<file path="src/rtl/ucr_pkg.sv">
// Shared types, constants and register map of the ultrasonic ranging controller.
package ucr_pkg;

  // Default width of the tick counters
  localparam int unsigned CountWidthDef = 16;

  // Field widths fixed by the register map and the result item
  localparam int unsigned TrigW  = 10;
  localparam int unsigned TimeW  = 16;
  localparam int unsigned RangeW = 14;

  // Speed of sound scaling: mm = echo_ticks * 343 / 2000
  localparam int unsigned SoundNum = 343;
  localparam int unsigned SoundDen = 2000;
  localparam int unsigned RemW     = 11;   // holds a remainder below SoundDen

  // Register reset values
  localparam logic [TrigW-1:0]  TrigWidthRst = TrigW'(10);
  localparam logic [TimeW-1:0]  TimeoutRst   = TimeW'(35000);
  localparam logic [TimeW-1:0]  GuardRst     = TimeW'(50000);
  localparam logic [RangeW-1:0] MinRangeRst  = RangeW'(40);
  localparam logic [RangeW-1:0] MaxRangeRst  = RangeW'(3000);

  // APB address decode: register index sits above the byte offset
  localparam int unsigned AddrW = 5;
  localparam int unsigned DataW = 32;

  typedef enum logic [2:0] {
    REG_TRIG_WIDTH = 3'd0,
    REG_TIMEOUT    = 3'd1,
    REG_GUARD      = 3'd2,
    REG_MIN_RANGE  = 3'd3,
    REG_MAX_RANGE  = 3'd4
  } reg_idx_e;

  typedef enum logic [1:0] {
    PH_IDLE  = 2'd0,
    PH_GUARD = 2'd1,
    PH_TRIG  = 2'd2,
    PH_WAIT  = 2'd3
  } phase_e;

  typedef struct packed {
    logic [TrigW-1:0]  trigger_width_us;
    logic [TimeW-1:0]  echo_timeout_us;
    logic [TimeW-1:0]  guard_us;
    logic [RangeW-1:0] min_range_mm;
    logic [RangeW-1:0] max_range_mm;
  } cfg_t;

  typedef struct packed {
    logic start_req;
    logic echo;
  } in_item_t;

  typedef struct packed {
    logic              trigger;
    logic              busy_res;
    logic              done_res;
    logic              valid_res;
    logic              timed_out;
    logic [RangeW-1:0] distance_mm;
  } out_item_t;

endpackage

</file>
<file path="src/rtl/ucr_cfg.sv">
// APB register file holding the ranging configuration.
module ucr_cfg (
  input  logic                        clk_i,
  input  logic                        rst_ni,
  input  logic                        psel,
  input  logic                        penable,
  input  logic                        pwrite,
  input  logic [ucr_pkg::AddrW-1:0]   paddr,
  input  logic [ucr_pkg::DataW-1:0]   pwdata,
  output logic [ucr_pkg::DataW-1:0]   prdata,
  output logic                        pready,
  output ucr_pkg::cfg_t               cfg_o
);
  import ucr_pkg::*;

  cfg_t     cfg_q, cfg_d;
  reg_idx_e idx;
  logic     wr_en;

  assign pready = 1'b1;
  assign idx    = reg_idx_e'(paddr[AddrW-1:2]);
  assign wr_en  = psel && penable && pwrite && pready;

  // Write decode
  always_comb begin
    cfg_d = cfg_q;
    if (wr_en) begin
      case (idx)
        REG_TRIG_WIDTH: cfg_d.trigger_width_us = pwdata[TrigW-1:0];
        REG_TIMEOUT:    cfg_d.echo_timeout_us  = pwdata[TimeW-1:0];
        REG_GUARD:      cfg_d.guard_us         = pwdata[TimeW-1:0];
        REG_MIN_RANGE:  cfg_d.min_range_mm     = pwdata[RangeW-1:0];
        REG_MAX_RANGE:  cfg_d.max_range_mm     = pwdata[RangeW-1:0];
        default: ;      // unmapped addresses drop the write
      endcase
    end
  end

  always_ff @(posedge clk_i or negedge rst_ni) begin
    if (!rst_ni) begin
      cfg_q.trigger_width_us <= TrigWidthRst;
      cfg_q.echo_timeout_us  <= TimeoutRst;
      cfg_q.guard_us         <= GuardRst;
      cfg_q.min_range_mm     <= MinRangeRst;
      cfg_q.max_range_mm     <= MaxRangeRst;
    end else begin
      cfg_q <= cfg_d;
    end
  end

  // Read back
  always_comb begin
    case (idx)
      REG_TRIG_WIDTH: prdata = DataW'(cfg_q.trigger_width_us);
      REG_TIMEOUT:    prdata = DataW'(cfg_q.echo_timeout_us);
      REG_GUARD:      prdata = DataW'(cfg_q.guard_us);
      REG_MIN_RANGE:  prdata = DataW'(cfg_q.min_range_mm);
      REG_MAX_RANGE:  prdata = DataW'(cfg_q.max_range_mm);
      default:        prdata = '0;
    endcase
  end

  assign cfg_o = cfg_q;

endmodule

</file>
<file path="src/rtl/ucr_core.sv">
// Ranging sequencer: guard, trigger and echo timing with running distance.
module ucr_core #(
  parameter int unsigned COUNT_WIDTH = ucr_pkg::CountWidthDef
) (
  input  logic                clk_i,
  input  logic                rst_ni,
  input  logic                step_i,
  input  ucr_pkg::in_item_t   item_i,
  input  ucr_pkg::cfg_t       cfg_i,
  output ucr_pkg::out_item_t  res_o
);
  import ucr_pkg::*;

  // Quotient stays below a quarter of the pulse count (343/2000 < 1/4)
  localparam int unsigned QW   = COUNT_WIDTH - 2;
  localparam int unsigned TW   = (COUNT_WIDTH > TimeW) ? COUNT_WIDTH : TimeW;
  localparam int unsigned CMPW = (QW > RangeW) ? QW : RangeW;
  localparam logic [COUNT_WIDTH-1:0] CntMax = '1;

  phase_e                 phase_q, phase_d;
  logic [COUNT_WIDTH-1:0] ptimer_q, ptimer_d;
  logic [COUNT_WIDTH-1:0] gtimer_q, gtimer_d;
  logic [COUNT_WIDTH-1:0] pulse_q, pulse_d;
  logic [QW-1:0]          quot_q, quot_d;
  logic [RemW-1:0]        rem_q, rem_d;
  logic                   echo_prev_q, rise_q, rise_d, measured_q, measured_d;

  logic                   guard_ok, finish, fell, in_range;
  logic [COUNT_WIDTH-1:0] ptimer_inc;
  logic [RemW:0]          rem_sum;

  assign ptimer_inc = (ptimer_q == CntMax) ? CntMax : ptimer_q + 1'b1;
  assign rem_sum    = {1'b0, rem_q} + (RemW+1)'(SoundNum);

  // Next state for one tick
  always_comb begin
    phase_d    = phase_q;
    ptimer_d   = ptimer_q;
    pulse_d    = pulse_q;
    quot_d     = quot_q;
    rem_d      = rem_q;
    rise_d     = rise_q;
    measured_d = measured_q;
    finish     = 1'b0;
    fell       = 1'b0;
    in_range   = 1'b0;
    res_o      = '0;

    gtimer_d = gtimer_q;
    if (measured_q && gtimer_q != CntMax) begin
      gtimer_d = gtimer_q + 1'b1;
    end
    guard_ok = (TW'(gtimer_d) >= TW'(cfg_i.guard_us)) || (gtimer_d == CntMax);

    case (phase_q)
      PH_IDLE: begin
        if (item_i.start_req) begin
          if (measured_q && !guard_ok) begin
            phase_d = PH_GUARD;
          end else begin
            phase_d  = PH_TRIG;
            ptimer_d = '0;
          end
        end
      end
      PH_GUARD: begin
        if (guard_ok) begin
          phase_d  = PH_TRIG;
          ptimer_d = '0;
        end
      end
      PH_TRIG: begin
        ptimer_d = ptimer_inc;
        if (ptimer_inc >= COUNT_WIDTH'(cfg_i.trigger_width_us)) begin
          phase_d  = PH_WAIT;
          ptimer_d = '0;
          rise_d   = 1'b0;
          pulse_d  = '0;
          quot_d   = '0;
          rem_d    = '0;
        end
      end
      PH_WAIT: begin
        ptimer_d = ptimer_inc;
        if (rise_q) begin
          // pulse count and its scaled distance advance together until saturation
          if (pulse_q != CntMax) begin
            pulse_d = pulse_q + 1'b1;
            if (rem_sum >= (RemW+1)'(SoundDen)) begin
              rem_d  = RemW'(rem_sum - (RemW+1)'(SoundDen));
              quot_d = quot_q + 1'b1;
            end else begin
              rem_d  = RemW'(rem_sum);
            end
          end
          if (!item_i.echo) begin
            finish = 1'b1;
            fell   = 1'b1;
          end
        end else if (item_i.echo && !echo_prev_q) begin
          rise_d  = 1'b1;
          pulse_d = '0;
          quot_d  = '0;
          rem_d   = '0;
        end
        if (!finish && ((TW'(ptimer_inc) >= TW'(cfg_i.echo_timeout_us)) ||
                        (ptimer_inc == CntMax))) begin
          finish = 1'b1;
        end
      end
      default: phase_d = PH_IDLE;
    endcase

    // Cycle completion
    if (finish) begin
      res_o.done_res = 1'b1;
      if (fell) begin
        in_range = (CMPW'(quot_d) >= CMPW'(cfg_i.min_range_mm)) &&
                   (CMPW'(quot_d) <= CMPW'(cfg_i.max_range_mm));
        if (in_range) begin
          res_o.valid_res   = 1'b1;
          res_o.distance_mm = RangeW'(quot_d);
        end
      end else begin
        res_o.timed_out = 1'b1;
      end
      measured_d = 1'b1;
      gtimer_d   = '0;
      phase_d    = PH_IDLE;
      ptimer_d   = '0;
      rise_d     = 1'b0;
    end

    res_o.trigger  = (phase_d == PH_TRIG);
    res_o.busy_res = (phase_d != PH_IDLE);
  end

  // State registers advance once per transaction
  always_ff @(posedge clk_i or negedge rst_ni) begin
    if (!rst_ni) begin
      phase_q     <= PH_IDLE;
      ptimer_q    <= '0;
      gtimer_q    <= '0;
      pulse_q     <= '0;
      quot_q      <= '0;
      rem_q       <= '0;
      echo_prev_q <= 1'b0;
      rise_q      <= 1'b0;
      measured_q  <= 1'b0;
    end else if (step_i) begin
      phase_q     <= phase_d;
      ptimer_q    <= ptimer_d;
      gtimer_q    <= gtimer_d;
      pulse_q     <= pulse_d;
      quot_q      <= quot_d;
      rem_q       <= rem_d;
      echo_prev_q <= item_i.echo;
      rise_q      <= rise_d;
      measured_q  <= measured_d;
    end
  end

`ifndef NO_ASSERTIONS
  // A finishing tick always returns the sequencer to idle
  a_done_idle: assert property (@(posedge clk_i) disable iff (!rst_ni)
    step_i && res_o.done_res |-> !res_o.busy_res && !res_o.trigger)
    else $error("cycle finished but sequencer not idle");

  // A valid distance only comes from an echo edge, never a timeout
  a_valid_excl: assert property (@(posedge clk_i) disable iff (!rst_ni)
    step_i && res_o.valid_res |-> res_o.done_res && !res_o.timed_out)
    else $error("valid distance without a clean echo finish");

  // Distance is zero unless reported valid
  a_dist_zero: assert property (@(posedge clk_i) disable iff (!rst_ni)
    step_i && !res_o.valid_res |-> res_o.distance_mm == '0)
    else $error("distance driven while not valid");

  // Once a cycle has finished the guard stays armed
  a_measured: assert property (@(posedge clk_i) disable iff (!rst_ni)
    step_i && res_o.done_res |=> measured_q && gtimer_q == '0)
    else $error("guard not restarted after cycle end");
`endif

endmodule

</file>
<file path="src/rtl/ultrasonic_ranging_controller.sv">
// Ultrasonic echo-ranging controller: input/result registers around the sequencer.
//
// Usage: every input transaction is one microsecond tick carrying start_req and the
// sampled echo level. Every accepted tick yields exactly one result transaction with
// the trigger pin level, busy, the one-tick done pulse, valid/timed_out flags and
// the distance in millimetres (floor(echo_ticks * 343 / 2000), zero unless valid).
// Path: a tick is held in the input register, and its result is then held in the
// result register. Throughput: one tick per cycle while out_stall_i is low, set by
// the single-pass sequencer update between those two registers; a new tick is
// taken while a finished result waits downstream.
// Stall: while out_stall_i holds a pending result, the result register and the
// input register fill up and in_stall_o rises; no tick is dropped or repeated.
// Configuration goes through the APB port (registers at byte offsets 0..16); it is
// to be changed only while no tick is in flight, which the block does not enforce.
// Reset: both registers empty, sequencer idle, all timers clear, the guard disarmed
// until the first cycle has finished, configuration at its defaults.
module ultrasonic_ranging_controller #(
  parameter int unsigned COUNT_WIDTH = ucr_pkg::CountWidthDef
) (
  input  logic                       clk_i,
  input  logic                       rst_ni,
  input  logic                       in_valid_i,
  output logic                       in_stall_o,
  input  ucr_pkg::in_item_t          in_item_i,
  output logic                       out_valid_o,
  input  logic                       out_stall_i,
  output ucr_pkg::out_item_t         out_item_o,
  input  logic                       psel,
  input  logic                       penable,
  input  logic                       pwrite,
  input  logic [ucr_pkg::AddrW-1:0]  paddr,
  input  logic [ucr_pkg::DataW-1:0]  pwdata,
  output logic [ucr_pkg::DataW-1:0]  prdata,
  output logic                       pready
);
  import ucr_pkg::*;

  cfg_t      cfg;
  in_item_t  in_q;
  out_item_t out_q, res;
  logic      in_vld_q, out_vld_q;
  logic      out_free, step, in_take;

  // Pipeline flow: result slot frees when empty or being taken
  assign out_free   = !out_vld_q || !out_stall_i;
  assign step       = in_vld_q && out_free;
  assign in_stall_o = in_vld_q && !out_free;
  assign in_take    = in_valid_i && !in_stall_o;

  ucr_cfg u_cfg (
    .clk_i   (clk_i),
    .rst_ni  (rst_ni),
    .psel    (psel),
    .penable (penable),
    .pwrite  (pwrite),
    .paddr   (paddr),
    .pwdata  (pwdata),
    .prdata  (prdata),
    .pready  (pready),
    .cfg_o   (cfg)
  );

  ucr_core #(
    .COUNT_WIDTH (COUNT_WIDTH)
  ) u_core (
    .clk_i  (clk_i),
    .rst_ni (rst_ni),
    .step_i (step),
    .item_i (in_q),
    .cfg_i  (cfg),
    .res_o  (res)
  );

  // Valid flags
  always_ff @(posedge clk_i or negedge rst_ni) begin
    if (!rst_ni) begin
      in_vld_q  <= 1'b0;
      out_vld_q <= 1'b0;
    end else begin
      if (in_take) begin
        in_vld_q <= 1'b1;
      end else if (step) begin
        in_vld_q <= 1'b0;
      end
      if (step) begin
        out_vld_q <= 1'b1;
      end else if (out_free) begin
        out_vld_q <= 1'b0;
      end
    end
  end

  // Payload registers
  always_ff @(posedge clk_i) begin
    if (in_take) begin
      in_q <= in_item_i;
    end
    if (step) begin
      out_q <= res;
    end
  end

  assign out_valid_o = out_vld_q;
  assign out_item_o  = out_q;

endmodule
</file>
<file path="config.mk">
export PLATFORM = sky130hd
export DESIGN_NAME = ultrasonic_ranging_controller
export DESIGN_NICKNAME = d
export VERILOG_FILES = /design/src/rtl/ucr_pkg.sv /design/src/rtl/ucr_cfg.sv /design/src/rtl/ucr_core.sv /design/src/rtl/ultrasonic_ranging_controller.sv
export SDC_FILE = /design/constraint.sdc
export NUM_CORES = 1
export LEC_CHECK = 0
export BUFFER_PORTS_ARGS = -buffer_cell sky130_fd_sc_hd__buf_2
export CELL_PAD_IN_SITES_DETAIL_PLACEMENT = 0
export CELL_PAD_IN_SITES_GLOBAL_PLACEMENT = 1
export CORE_UTILIZATION = 50
export DETAILED_ROUTE_END_ITERATION = 8
export PLACE_DENSITY = 0.91
export SETUP_SLACK_MARGIN = 0.2
export SYNTH_ARGS = -nofsm -noshare
export SYNTH_HDL_FRONTEND = slang
export SYNTH_SLANG_ARGS = --single-unit
</file>
<file path="constraint.sdc">
create_clock -name clk_i -period 11.5 [get_ports clk_i]
set_clock_uncertainty 0.2 [all_clocks]
set_input_delay 0.575 -clock clk_i [delete_from_list [all_inputs] [get_ports clk_i]]
set_output_delay 0.575 -clock clk_i [all_outputs]
set_load 0.05 [all_outputs]
</file>
==> out/metrics.csv <==
stage;metric;value;unit
layout;P&R area growth vs syn;8.63;%
drt;Vias/cell;6.14;
clock_network;Worst-path clk slew;0.08;ns
critical_path;CP endpoint kind;register;
critical_path;Crit Path Class;register to register;
synthesis;Yosys reg bits;171;
floorplanning;Ports;100;
placed_design;Post-DP HPWL;22400;um
clock_network;Longest Clk Path Bufs;2;
floorplanning;total die area;23700;um^2
clock_network;worst-skew pair later-pin latency;0.44;ns
synthesis;post-synthesis sequential area ratio;38.3;%
min_path;Hold Crit Class;primary input to async pin;
synthesis;Gate Count Post-Synth;1319;
drt;DRC viols;0;
critical_path;cells on worst reg2reg path;23;
power;Power Density;168;nW/um^2
timing;Max Slew Vio Count;0;
floorplanning;die span in y;154;um
timing;worst hold slack;0.00259;ns
drt;drt pass-1 iters;5;
power;leakage;5.74;nW
clock_network;post-CTS sizing;0;
placed_design;I/O Buffers;64;
drt;WL final;30900;um
layout;final std cells w/o fill;1638;
critical_path;required time of the critical path;11.55;ns
timing;Slew HR;21.6;%
layout;fin nets;1464;
synthesis;number of synthesized flops with an enable pin;21;
run;Max Cap Viol;0;
critical_path;startpoint types;register;
floorplanning;Chip Width;154;um
clock_network;Root Buffer;clkbuf_16;
floorplanning;Rows;55;
synthesis;post-synth top area cell;dfrtp_1;
run_status;outcome;finished, final reports clean;
clock_network;hold buffer count at CTS;0;
synthesis;Synth Warn #;0;
floorplanning;initial core utilization;50.9;%
drt;First DRT Iteration DRCs;798;
timing;final setup TNS;0;ns
global_routing;largest net degree at the start of global routing;89;
synthesis;asr flop ratio synth;87.7;%
power;VDD IR max;0.0907;mV
timing;Final setup viols;0;
synthesis;largest cells by area after synthesis;dfrtp_1 (28%), ha_1 (8.5%), o21ai_0 (6.3%);
clock_network;clk sinks;171;
timing;Fin. Hold Viols;0;
critical_path;worst-path maximum fanout;15;
critical_path;WP data arrival;6.94;ns
placed_design;Cells after DPL;1606;
global_routing;vias in the first global route;9309;
global_routing;global-route wire length before repair;49800;um
critical_path;worst reg2reg path startpoint;u_core.ptimer_q[0];
clock_network;htree depth;4;
clock_network;post-CTS setup repair buffer count;0;
clock_network;TritonCTS clock tree;done;
floorplanning;Core Region;22600;um^2
synthesis;Avg Cell Area, Syn;8.74;um^2
layout;antenna cells;0;
layout;fraction of layout cells with a size suffix above 1;13.6;%
synthesis;synth unique cells;81;
clock_network;total CTS buffers;17;
drt;routed vias;10100;
synthesis;Yosys top cell area share;27.6;%
global_routing;antenna violations before repair;0;
synthesis;commonest register cell after synthesis;dfrtp_1;
global_routing;Congestion Overflow GR;0;
placed_design;gpl congestion;0.877;
timing;RSZ-0062 raised after global routing;no;
timing;Final period util;59.9;%
timing;Worst Max-Slew Pin Slew;1.16;ns
drt;antenna viol nets, final;0;
timing;min cycle time layout;6.89;ns
drt;DR WL/cell;18.9;um
critical_path;FF-to-FF setup slack;4.61;ns
synthesis;synthesized cell area;11500;um^2
critical_path;R2R Path End;out_item_o[10];
global_routing;GRT Util Overall;26.9;%
timing;Max Freq;0.145;GHz
-- where the power goes --
| part | internal (mW) | switching, mW | total [mW] |
|---|---|---|---|
| clock network | 0.312 | 0.285 | 0.597 |
| registers | 0.722 | 0.126 | 0.849 |
| logic | 0.228 | 0.425 | 0.653 |
-- synth_stat cells, types with 5 or more instances --
cell and number:
a211oi_1 11, a21o_1 11, a21oi_1 74, a22o_1 15
a22oi_1 8, a31oi_1 18, and2_1 11, and3_1 14
and4_1 10, buf_2 19, buf_4 17, clkbuf_1 43
dfrtp_1 127, dfstp_2 23, edfxtp_1 21, ha_1 78
inv_1 98, mux2_2 29, mux2i_1 29, nand2_1 157
nand2b_1 14, nand3_1 27, nand4_1 26, nor2_1 74
nor2b_1 12, nor3_1 18, nor4_1 14, o21a_1 7
o21ai_0 145, o22ai_1 15, o31ai_1 18, o41ai_1 6
or2_2 6, or3_1 21, or4_1 5, xnor2_1 12
xor2_1 7
-- cell usage in the layout, fill, tap and decap left out, types with 27 or more instances in the layout --
cell type,netlist,final
buf_2,19,63
mux2_2,29,29
mux2i_1,29,29
nand3_1,27,27
ha_1,78,78
o21ai_0,145,145
nand2_1,157,157
nor2_1,74,74
a21oi_1,74,74
inv_1,98,98
dfrtp_1,127,127
-- cell type report --
type | count | area, um^2
fill | 2059 | 10100
multi-input combinational | 978 | 6380
sequential | 171 | 4410
clock buffer | 17 | 425
timing repair buffer | 74 | 402
inverter | 98 | 368
tap | 285 | 357
clock inverter | 15 | 176
-- metal layers --
layer,routed length (um),global-route usage [%]
met1,13900,37.6
met3,2080,3.47
met4,943,11.4
met2,13900,42.2
met5,0,0
-- worst max-delay path, cell delays in order (launching register included) --
cell and delay, ns:
dfrtp_1 0.52, ha_1 0.29, nand3_1 0.33, nor3_1 0.45, nand2_1 0.32, nand2_1 0.17, inv_1 0.08, ha_1 0.27
nor2_1 0.09, a21oi_1 0.07, o41ai_1 0.25, and4b_1 0.37, a21o_1 0.50, o21ai_0 0.22, nand2_1 0.20, ha_1 0.28
a21o_1 0.18, a21o_1 0.17, a311oi_1 0.26, a21oi_1 0.10, o41ai_1 0.26, a31oi_1 0.13, a2111o_1 0.65, a21oi_1 0.31
-- logic make-up (layout without fill, tap and decap cells) --
| logic type | count (synthesis) | in the layout | synth area share [%] |
|---|---|---|---|
| AND/OR/NAND/NOR | 427 | 427 | 18.5 |
| AO/OA/AOI/OAI | 379 | 379 | 20.9 |
| buffers and inverters | 185 | 204 | 6.94 |
| flip-flops | 171 | 171 | 38.3 |
| adder cells (fa/ha/maj) | 78 | 78 | 8.47 |
| multiplexers | 58 | 58 | 5.35 |
| XOR/XNOR | 19 | 19 | 1.44 |
| other | 2 | 17 | 0.0651 |
-- registers in the layout, summed over array words and instances, names as in the netlist --
| register | count |
|---|---|
| u_core.rise_q | 1 |
| u_core.ptimer_q | 16 |
| u_core.phase_q | 2 |
| u_core.measured_q | 1 |
| in_vld_q | 1 |
| u_core.echo_prev_q | 1 |
| out_valid_o | 1 |
| out_item_o | 19 |
| u_core.rem_q | 11 |
| u_core.gtimer_q | 16 |
| u_cfg.cfg_o | 70 |
| in_q | 2 |
| u_core.quot_q | 14 |
| u_core.pulse_q | 16 |
-- worst max-delay path by stage --
stage,start,endpoint,depth (start not counted)
after floorplan,u_core.ptimer_q[1],out_item_o[10],25
after global placement,u_core.ptimer_q[0],out_item_o[4],21
after detailed placement,u_core.ptimer_q[0],out_item_o[10],21
after CTS,u_core.ptimer_q[0],out_item_o[10],21
after global routing,u_core.ptimer_q[0],out_item_o[4],21
final,u_core.ptimer_q[0],out_item_o[10],23
-- stage by stage --
step / utilization, % / power (mW) / area [um^2] / setup slack (ns)
5_1_grt: 55.3 / 2.22 / 12500 / 4.26
4_1_cts: 55.3 / 2.10 / 12500 / 4.73
3_5_place_dp: 52.6 / 1.50 / 11900 / 4.80
6_report: 55.3 / 2.10 / 12500 / 4.61
2_1_floorplan: - / 1.32 / 11600 / 6.06
3_3_place_gp: 52.6 / 1.48 / 11900 / 4.76
(Power assumes the default switching activity.)
